## config.mk

```make
export PLATFORM = sky130hd
export DESIGN_NAME = cumulative_bucket_histogram
export DESIGN_NICKNAME = d
export VERILOG_FILES = /design/src/rtl/chb_pkg.sv /design/src/rtl/chb_regs.sv /design/src/rtl/chb_cell.sv /design/src/rtl/cumulative_bucket_histogram.sv
export SDC_FILE = /design/constraint.sdc
export NUM_CORES = 2
export LEC_CHECK = 0
export ABC_AREA = 0
export BUFFER_PORTS_ARGS = -buffer_cell sky130_fd_sc_hd__buf_2
export CAP_MARGIN = 20
export CORE_ASPECT_RATIO = 0.8
export CORE_MARGIN = 2
export CORE_UTILIZATION = 40
export CTS_BUF_LIST = sky130_fd_sc_hd__clkbuf_16
export DETAILED_ROUTE_END_ITERATION = 10
export PLACE_DENSITY = 0.66
export REMOVE_ABC_BUFFERS = 1
export SYNTH_ARGS = -nofsm -noshare
export SYNTH_HDL_FRONTEND = slang
export SYNTH_SLANG_ARGS = --single-unit
export TNS_END_PERCENT = 10
```

## constraint.sdc

```tcl
create_clock -name clk -period 7.4 [get_ports clk]
set_input_delay 0.37 -clock clk [delete_from_list [all_inputs] [get_ports clk]]
set_output_delay 0.37 -clock clk [all_outputs]
set_load 0.005 [all_outputs]
```

## src/rtl/chb_pkg.sv

```systemverilog
// Shared types and constants for the cumulative bucket histogram.
// No dependencies; imported by every module of the block.
package chb_pkg;

	localparam int NUM_BUCKETS_DEF = 8;
	localparam int MAX_FINITE      = 7;
	localparam int CFG_ADDR_W      = 5;
	localparam int REG_IDX_W       = 3;
	localparam int USED_W          = 3;

	typedef logic [REG_IDX_W-1:0] reg_idx_t;
	typedef logic [USED_W-1:0]    used_t;
	typedef logic signed [31:0]   q16_t;
	typedef logic [63:0]          count_t;
	typedef logic signed [63:0]   sum_t;

	localparam reg_idx_t REG_BOUNDS_IN_USE = 3'd0;

	localparam logic KIND_OBSERVE = 1'b0;
	localparam logic KIND_READ    = 1'b1;

	typedef struct packed {
		logic kind;
		q16_t sample;
	} in_beat_t;

	typedef struct packed {
		logic [2:0] bucket_index;
		logic       bound_is_infinite;
		q16_t       bucket_bound;
		count_t     cumulative_count;
		count_t     total_count;
		sum_t       total_sum;
		logic       last;
	} out_beat_t;

	typedef struct packed {
		logic observe;
		logic shift;
	} cell_ctrl_t;

	typedef enum logic [1:0] {
		ST_IDLE,
		ST_TOTAL,
		ST_EMIT
	} state_t;

endpackage

```

## src/rtl/chb_regs.sv

```systemverilog
// APB register file: bounds_in_use and the seven finite bounds.
// Depends on chb_pkg.
module chb_regs (
	input  logic                           clk,
	input  logic                           arst_n,
	input  logic                           psel,
	input  logic                           penable,
	input  logic                           pwrite,
	input  logic [chb_pkg::CFG_ADDR_W-1:0] paddr,
	input  logic [31:0]                    pwdata,
	output logic [31:0]                    prdata,
	output logic                           pready,
	output chb_pkg::used_t                 bounds_in_use,
	output chb_pkg::q16_t                  bounds [chb_pkg::MAX_FINITE]
);
	import chb_pkg::*;

	reg_idx_t idx;
	reg_idx_t bidx;
	logic     wr_en;
	used_t    biu_q;
	q16_t     bound_q [MAX_FINITE];

	assign idx    = paddr[CFG_ADDR_W-1:2];
	assign bidx   = idx - 3'd1;
	assign pready = 1'b1;
	assign wr_en  = psel & penable & pwrite;

	always_ff @(posedge clk or negedge arst_n) begin
		if (!arst_n) begin
			biu_q <= '0;
			for (int i = 0; i < MAX_FINITE; i++) bound_q[i] <= '0;
		end else if (wr_en) begin
			if (idx == REG_BOUNDS_IN_USE) begin
				biu_q <= pwdata[USED_W-1:0];
			end else begin
				bound_q[bidx] <= pwdata;
			end
		end
	end

	always_comb begin
		if (idx == REG_BOUNDS_IN_USE) begin
			prdata = {{(32-USED_W){1'b0}}, biu_q};
		end else begin
			prdata = bound_q[bidx];
		end
	end

	assign bounds_in_use = biu_q;
	assign bounds        = bound_q;

endmodule

```

## src/rtl/chb_cell.sv

```systemverilog
// One bucket cell: bound compare, priority hand-off and 64-bit counter.
// Counters rotate toward cell 0 during read-out. Depends on chb_pkg.
module chb_cell (
	input  logic                clk,
	input  logic                arst_n,
	input  chb_pkg::cell_ctrl_t ctrl,
	input  chb_pkg::q16_t       sample,
	input  chb_pkg::q16_t       bound,
	input  logic                is_inf,
	input  logic                in_range,
	input  logic                taken_in,
	input  chb_pkg::count_t     shift_in,
	output logic                taken_out,
	output chb_pkg::count_t     count
);
	import chb_pkg::*;

	logic   match;
	logic   hit;
	count_t count_q;

	assign match     = is_inf | (in_range & (bound >= sample));
	assign hit       = ctrl.observe & match & ~taken_in;
	assign taken_out = taken_in | match;

	always_ff @(posedge clk or negedge arst_n) begin
		if (!arst_n) begin
			count_q <= '0;
		end else if (ctrl.shift) begin
			count_q <= shift_in;
		end else if (hit) begin
			count_q <= count_q + 64'd1;
		end
	end

	assign count = count_q;

endmodule

```

## src/rtl/cumulative_bucket_histogram.sv

```systemverilog
// Top level of the cumulative bucket histogram: FSM, sum, read-out.
// Depends on chb_pkg, chb_regs and chb_cell.
//
// Usage:
//  Commands enter on cmd when start is high and busy is low. An observe
//  command updates the saturating sum and the matching bucket counter at
//  the accepting edge; observes are taken every idle cycle and never raise
//  busy. A read command raises busy for a total phase and an emit phase.
//  The counters rotate once around the cell chain to form the total count,
//  then once more to emit one result per bucket up to the +Inf bucket,
//  lowest bound first. Results leave on result, marked by result_valid for
//  one cycle each; the first follows the total phase, then one per cycle,
//  with last set on the +Inf bucket. The receiver cannot stall; results are
//  simply presented. The user must write bounds and bounds_in_use over
//  the APB port only while idle; the block itself does not enforce this.
//  Reset clears counters, sum and registers; the block is ready at once.
module cumulative_bucket_histogram #(
	parameter int NUM_BUCKETS = chb_pkg::NUM_BUCKETS_DEF
) (
	input  logic                           clk,
	input  logic                           arst_n,
	input  logic                           start,
	output logic                           busy,
	input  chb_pkg::in_beat_t              cmd,
	output logic                           result_valid,
	output chb_pkg::out_beat_t             result,
	input  logic                           psel,
	input  logic                           penable,
	input  logic                           pwrite,
	input  logic [chb_pkg::CFG_ADDR_W-1:0] paddr,
	input  logic [31:0]                    pwdata,
	output logic [31:0]                    prdata,
	output logic                           pready
);
	import chb_pkg::*;

	localparam int STEP_W = $clog2(NUM_BUCKETS);
	localparam logic [STEP_W-1:0] LAST_STEP = STEP_W'(NUM_BUCKETS - 1);
	localparam used_t MAX_USED = USED_W'(NUM_BUCKETS - 1);

	used_t      bounds_in_use;
	q16_t       bounds [MAX_FINITE];
	q16_t       bound_view [NUM_BUCKETS];
	used_t      used;
	state_t     state_q;
	state_t     state_d;
	logic [STEP_W-1:0] step_q;
	logic       step_end;
	logic       step_in;
	logic       accept;
	logic       obs_go;
	logic       read_go;
	cell_ctrl_t ctrl;
	logic       taken [NUM_BUCKETS+1];
	count_t     counts [NUM_BUCKETS];
	count_t     head;
	count_t     total_q;
	count_t     running_q;
	count_t     running_nx;
	sum_t       sum_q;
	sum_t       sample_ext;
	sum_t       sum_raw;
	logic       sum_ovf;
	logic       head_inf;
	logic       valid_q;
	out_beat_t  out_q;

	chb_regs u_regs (
		.clk          (clk),
		.arst_n       (arst_n),
		.psel         (psel),
		.penable      (penable),
		.pwrite       (pwrite),
		.paddr        (paddr),
		.pwdata       (pwdata),
		.prdata       (prdata),
		.pready       (pready),
		.bounds_in_use(bounds_in_use),
		.bounds       (bounds)
	);

	assign used = (bounds_in_use > MAX_USED) ? MAX_USED : bounds_in_use;

	always_comb begin
		for (int i = 0; i < NUM_BUCKETS; i++) begin
			bound_view[i] = (i < MAX_FINITE) ? bounds[i] : '0;
		end
	end

	assign accept   = start & ~busy;
	assign obs_go   = accept & (cmd.kind == KIND_OBSERVE);
	assign read_go  = accept & (cmd.kind == KIND_READ);
	assign step_end = (step_q == LAST_STEP);
	assign step_in  = ({1'b0, 3'(step_q)} <= {1'b0, used});

	always_comb begin
		state_d = state_q;
		unique case (state_q)
			ST_IDLE:  if (read_go) state_d = ST_TOTAL;
			ST_TOTAL: if (step_end) state_d = ST_EMIT;
			ST_EMIT:  if (step_end) state_d = ST_IDLE;
			default:  state_d = ST_IDLE;
		endcase
	end

	always_comb begin
		busy         = 1'b1;
		ctrl.observe = 1'b0;
		ctrl.shift   = 1'b0;
		unique case (state_q)
			ST_IDLE: begin
				busy         = 1'b0;
				ctrl.observe = obs_go;
			end
			ST_TOTAL, ST_EMIT: ctrl.shift = 1'b1;
			default: busy = 1'b1;
		endcase
	end

	assign taken[0] = 1'b0;

	for (genvar i = 0; i < NUM_BUCKETS; i++) begin : g_cell
		chb_cell u_cell (
			.clk      (clk),
			.arst_n   (arst_n),
			.ctrl     (ctrl),
			.sample   (cmd.sample),
			.bound    (bound_view[i]),
			.is_inf   (USED_W'(i) == used),
			.in_range (USED_W'(i) < used),
			.taken_in (taken[i]),
			.shift_in (counts[(i + 1) % NUM_BUCKETS]),
			.taken_out(taken[i+1]),
			.count    (counts[i])
		);
	end

	assign head = counts[0];

	assign sample_ext = 64'(cmd.sample);
	assign sum_raw    = sum_q + sample_ext;
	assign sum_ovf    = (sum_q[63] == sample_ext[63]) && (sum_raw[63] != sum_q[63]);

	always_ff @(posedge clk or negedge arst_n) begin
		if (!arst_n) begin
			state_q <= ST_IDLE;
			step_q  <= '0;
			sum_q   <= '0;
			valid_q <= 1'b0;
		end else begin
			state_q <= state_d;
			valid_q <= (state_q == ST_EMIT) & step_in;
			if (state_q == ST_IDLE) begin
				step_q <= '0;
			end else begin
				step_q <= step_end ? '0 : step_q + 1'b1;
			end
			if (obs_go) begin
				if (sum_ovf) begin
					sum_q <= sample_ext[63] ? {1'b1, 63'd0} : {1'b0, {63{1'b1}}};
				end else begin
					sum_q <= sum_raw;
				end
			end
		end
	end

	assign running_nx = running_q + head;
	assign head_inf   = (3'(step_q) == used);

	always_ff @(posedge clk) begin
		unique case (state_q)
			ST_IDLE: begin
				total_q   <= '0;
				running_q <= '0;
			end
			ST_TOTAL: begin
				if (step_in) total_q <= total_q + head;
			end
			ST_EMIT: begin
				running_q <= running_nx;
			end
			default: running_q <= running_q;
		endcase
		out_q.bucket_index      <= 3'(step_q);
		out_q.bound_is_infinite <= head_inf;
		out_q.bucket_bound      <= head_inf ? '0 : bound_view[step_q];
		out_q.cumulative_count  <= running_nx;
		out_q.total_count       <= total_q;
		out_q.total_sum         <= sum_q;
		out_q.last              <= head_inf;
	end

	assign result_valid = valid_q;
	assign result       = out_q;

endmodule
```

# Yosys cells after proc, flatten, opt, wreduce, memory -nomap -nowiden

Index checks and enable logic that the tools add are counted.
Widths: inputs -> output; s select.

Add/subtract/negate cells: 13
Magnitude comparators: 21
Eq/ne operators: 17
Mux-type cells: 41
Bitwise logic cells: 54
Reduce and logical (&&, ||, !) cells: 20

Operators with widths:

| operator              | number |
|---|---|
| $mux 64               | 19 |
| $add 64x1->64 const B | 8 |
| $pmux 64 s2           | 2 |
| $bwmux 224            | 1 |
| $ge 32x32->1          | 7 |
| $bmux 32 s3           | 2 |
| $mux 32               | 6 |
| $add 64x64->64        | 2 |
| $demux 32 s3          | 1 |
| $add 64x32->64        | 1 |
| $ge 1x32->1 const A   | 1 |
| $and 1x1->1           | 29 |
| $reduce_bool 2->1     | 10 |
| $or 1x1->1            | 14 |
| $eq 3x3->1 const A    | 4 |
| $lt 3x3->1 const A    | 4 |
| $mux 3                | 3 |
| $not 1->1             | 9 |
| $ge 4x4->1 const B    | 2 |
| $ne 2x2->1 const B    | 4 |
| $not 3->4             | 2 |
| $eq 2x3->1 const A    | 2 |
| $logic_not 3->1       | 2 |
| $lt 1x3->1 const A    | 2 |
| 21 further kinds      | 29 |

Register bits after elaboration: 1165
Input bits: 76
Logic and storage cells: 194

# Logic depth before layout (Yosys ltp)

Depth after elaboration: 15
Gate-level depth with buffers: 21

# Cells and area by module

Synthesis repeated with hierarchy kept, for this count alone.

Cells, all modules: 8184
Area, all modules: 76477.1 um^2

By module, submodules not included:

| module                           | instances | cells each | area each (um^2) |
|---|---|---|---|
| chb_cell at g_cell[0].u_cell ... | 7         | 592        | 5126.2 |
| cumulative_bucket_histogram      | 1         | 2689       | 25160.4 |
| chb_regs                         | 1         | 745        | 10563.9 |
| chb_cell at g_cell[4].u_cell     | 1         | 606        | 4869.7 |

# Worst setup path before layout

OpenSTA, ideal clock, no wires.

Kind: reg-to-reg
Start point: register step_q[0]
End point: register total_q[0] (enable)
Setup time: 0.507 ns
Arrival time: 5.098 ns
Setup slack: 1.795 ns
Cell stages (with the launch flop): 10
Buffers on the path: 4
Clock period less this slack: 5.605 ns
Cell sequence: dfrtp_1 -> clkbuf_1 -> clkbuf_1 -> clkbuf_1 -> inv_1 -> ha_1 -> and3_1 -> clkbuf_1 -> a21oi_1 -> a21oi_1

Cells in the longest elaborated chain, start to end: 3

RTL lines:

| what                       | line                               | text |
|---|---|---|
| start, declared            | cumulative_bucket_histogram.sv:47  | `logic [STEP_W-1:0] step_q;` |
| start signal, assigned     | cumulative_bucket_histogram.sv:156 | `step_q <= step_end ? '0 : step_q + 1'b1;` |
| $le 3x3->1                 | cumulative_bucket_histogram.sv:94  | `assign step_in = ({1'b0, 3'(step_q)} <= {1'b0, used});` |
| $ne 2x2->1 (no line)       | -                                  |  |
| $reduce_and 2->1 (no line) | -                                  |  |
| end signal, assigned       | cumulative_bucket_histogram.sv:178 | `if (step_in) total_q <= total_q + head;` |
| end, declared              | cumulative_bucket_histogram.sv:57  | `count_t total_q;` |

No other way between the ends.
A chain may end at the register's enable or synchronous reset.

# Worst setup path after layout

Start point: register sum_q[11]
End point: register sum_q[59]

Cells in the longest elaborated chain, start to end: 4

RTL lines:

| what                   | line                               | text |
|---|---|---|
| start, declared        | cumulative_bucket_histogram.sv:60  | `sum_t sum_q;` |
| start signal, assigned | cumulative_bucket_histogram.sv:160 | `sum_q <= sample_ext[63] ? {1'b1, 63'd0} : {1'b0, {63{1'b1}}};` |
| start signal, assigned | cumulative_bucket_histogram.sv:162 | `sum_q <= sum_raw;` |
| $add 64x32->64 *       | cumulative_bucket_histogram.sv:141 | `assign sum_raw = sum_q + sample_ext;` |
| $ne 1x1->1             | cumulative_bucket_histogram.sv:142 | `assign sum_ovf = (sum_q[63] == sample_ext[63]) && (sum_raw[63] != sum_q[63]);` |
| $logic_and 1x1->1      | cumulative_bucket_histogram.sv:142 |  |
| $mux 64 *              | cumulative_bucket_histogram.sv:159 | `if (sum_ovf) begin` |

Every way passes the cells marked *; elsewhere a longest branch is shown, timed or not.

==> key figures <==
Placed design
  – Placed Cells: 9827
  – Placed cell area: 0.0736 mm^2
  – RD Place Congestion: 0.975
  – Pre-CTS setup slack: 1.21 ns
  – Hpwl dp: 161000 um
  – # port buffers: 336

Synth
  – Post-synth EDFFs: 128
  – Post-synth top area share: 29.0%
  – Asr flop ratio synth: 69.4%
  – Top cells by area, synth: dfrtp_1, ha_1, dfxtp_1
  – Synth Area in Compound Gates: 15.2%
  – Yosys cell types: 98
  – Post-synthesis mux area share: 6.39%
  – Synth Flop Type: dfrtp_1
  – Synth Instances: 7518
  – Post-Syn Area: 0.0697 mm^2
  – Yosys top cell by area: dfrtp_1
  – Simple-Gate Fraction of Synth Area: 19.4%
  – YS warnings: 0
  – Syn_area_per_cell: 9.27 um^2
  – Post-Synth XOR/XNOR Area: 6.62%
  – Synthesized flop and latch total: 1165
  – Largest family of logic cells by synthesized area: simple AND/OR/NAND/NOR gates
  – Seq/Total Area, Yosys: 41.1%
  – Post-Synth Adder-Cell Area: 7.85%

Timing
  – Max_slew headroom: 23.8%
  – Final Hold Viols: 0
  – Sum Neg Setup Slack: 0 ns
  – Slew Limit Fails: 0
  – Fmax: 161 MHz
  – RSZ-0062 raised after global routing: no
  – Final period util: 84.1%
  – Clock Skews: 0.0341 ns
  – Final WS setup: 1.18 ns
  – Worst-Margin Slew: 1.13 ns
  – Tmin final: 6.22 ns
  – Min Hold Slack: 0.0702 ns
  – Setup violations, final: 0

Routing
  – Post-route ant nets: 0
  – Initial DRC count: 6985
  – Post-DR vias/cell: 5.83
  – # DRC: 0
  – Drt pass-1 iters: 9
  – WL/cell: 21.8 um
  – Total routed wirelength: 221000 um
  – Via count: 59.0k

Global routing
  – Pin count of the biggest net entering global routing: 220
  – Total track usage: 24.2%
  – First-pass GRT wire length: 338000 um
  – Vias in the first global route: 54.9k
  – Antenna violations before repair: 4
  – Total gr overflow: 0

Pwr
  – Sw Share: 43.3%
  – Switch Pwr: 14.5 mW
  – Overall power: 33.4 mW
  – Leak Pwr: 34.0 nW
  – IR drop worst, VDD: 0.388 mV
  – PD cells: 426 mW/mm^2
  – Clk pwr share: 20.5%
  – Flop pwr share: 36.3%
  – Combinational share of power: 43.2%
  – Internal cell power: 18.9 mW

Worst setup path
  – Slowest cell on crit path: a31oi_1
  – Startpoint class of the critical path: flip-flop
  – Crit path DAT: 6.92 ns
  – CP dominant cell by count: o21ai_0
  – Worst Setup Path Type: flip-flop to flip-flop
  – Crit path max fanout: 24
  – End of the critical path: sum_q[59]
  – Worst Setup End Kind: flip-flop
  – R2R Path Start: sum_q[11]
  – Critical Path RT: 8.10 ns
  – CP Launch Point: sum_q[11]
  – CP max stage delay: 0.63 ns
  – RR Endpoint: sum_q[59]
  – Critical path, cell by cell: ha_1 > o21ai_0 > a21oi_1 > a221oi_1 > nand3_1 > a31oi_1 > o21a_1 > o31a_1 > nor2_1 > a41o_1 > a2111o_1 > o21ai_0 > fa_1 > nor3_1 > buf_4 > nor2_4 > nand2_1 > o21ai_0 > a21oi_1
  – R2R depth: 19
  – Worst reg2reg setup slack: 1.18 ns

Final layout
  – Commonest cells after routing, fill and taps aside: nand2_1, dfrtp_1, o21ai_0
  – P&R area growth vs syn: 12.5%
  – Commonest non-fill, non-tap cell in the layout: nand2_1
  – Non-Filler Instances: 10.1k
  – Final Util: 45.2%
  – Final net count: 8218
  – Share of layout cells above drive strength 1: 12.6%
  – Fin area: 0.0785 mm^2

Floorplan
  – # rows: 137
  – I/O pins: 340
  – Initial Util: 40.1%
  – Chip Height: 377 um
  – Total core area: 0.174 mm^2
  – Die footprint: 0.178 mm^2
  – Die X: 471 um

Clocking
  – Clock Sinks: 1165
  – Post CTS Setup Buffer Count: 0
  – Root Buffer: clkbuf_16
  – CTS Buf Count: 133
  – CTS Buffer Depth: 3
  – CTS tree: done
  – Clock slew at reported path FFs: 0.06 ns
  – Later-pin clock latency in the skew report: 0.78 ns
  – CTS H-tree lvls: 4

Outcome
  – Status: completed

Min path
  – Hold Crit Class: input port to flip-flop

Run
  – # Max-Cap Violations: 0
==> routing by layer <==
| metal | global-route usage, % | wire [um] | vias to the layer above |
|---|---|---|---|
| met5 | 0 | 0 | - |
| li1 | - | - | 27600 |
| met3 | 5.21 | 18400 | 401 |
| met4 | 8.69 | 8200 | 0 |
| met1 | 36.7 | 105000 | 28800 |
| met2 | 33.4 | 88700 | 2242 |
==> kinds of logic (layout without fill, tap and decap cells) <==
group                      count (synthesis)  after routing
buffers and inverters                    625            924
AOI/OAI and AO/OA                       1692           1692
xor gates and xnor gates                 527            527
other                                      1              4
and+or+nand+nor                         2709           2709
adders and majority gates                435            435
muxes                                    364            364
DFF                                     1165           1165
==> cell usage after synthesis (182+ instances only) <==
| library cell | number |
|---|---|
| clkbuf_1 | 351 |
| inv_1 | 227 |
| nand2_1 | 932 |
| nand3_1 | 286 |
| nor2_1 | 401 |
| xor2_1 | 226 |
| o21ai_0 | 581 |
| nand4_1 | 209 |
| a21oi_1 | 382 |
| dfxtp_1 | 228 |
| xnor2_1 | 301 |
| a21o_1 | 182 |
| dfrtp_1 | 809 |
| ha_1 | 431 |
| mux2_2 | 229 |
==> what timing repair did <==
item | 4_1_cts | 5_1_grt
gates resized for setup | 0 | 0
endpoints found under the setup margin | 0 | 0
endpoints found under the hold margin | 302 | 0
hold buffers | 34 | 0
==> area by class of cell <==
class	instances	area [um^2]
tap	2293	2870
multi-input combinational	5728	38800
clock inverter	105	962
inverter	228	857
clock buffer	140	3500
fill	16500	95200
sequential	1165	28700
timing repair buffer	451	2760
antenna	3	7.51
==> flip-flops by register name, indices dropped and copies added (netlist names), 3 cells and up <==
name	flops
g_cell.u_cell.count	512
result	228
running_q	64
step_q	3
sum_q	64
total_q	64
u_regs.bounds	224
u_regs.bounds_in_use	3
==> power groups by stage <==
stage               logic (mW)  registers [mW]  clock network [mW]
finish                    14.4            12.1                6.84
floorplan                 9.50            11.4                   0
global placement          13.9            12.0                   0
global route              16.0            12.4                7.19
CTS                       14.2            12.0                6.96
detailed placement        14.1            12.1                   0
==> how the worst min path moves through the flow <==
stage | startpoint | to | slack, ns | cells past startpoint
after floorplan | arst_n | g_cell[0].u_cell.count[0] | 0.07 | 0
after global placement | total_q[40] | result[105] | 0.36 | 0
after detailed placement | total_q[55] | result[120] | 0.36 | 0
after CTS | cmd[32] | state_q[0] | 0.02 | 4
after global routing | cmd[32] | state_q[0] | 0.05 | 4
final | cmd[32] | state_q[0] | 0.07 | 4
==> critical path: cells and delay by family (launching register included) <==
kind	cells	cell delay, ns
buf+inv	1	0.31
compound gates	11	3.11
fa+ha+maj	2	0.88
flops	1	0.39
simple gates	5	1.43
No activity file was read; power rests on OpenSTA's default activity.
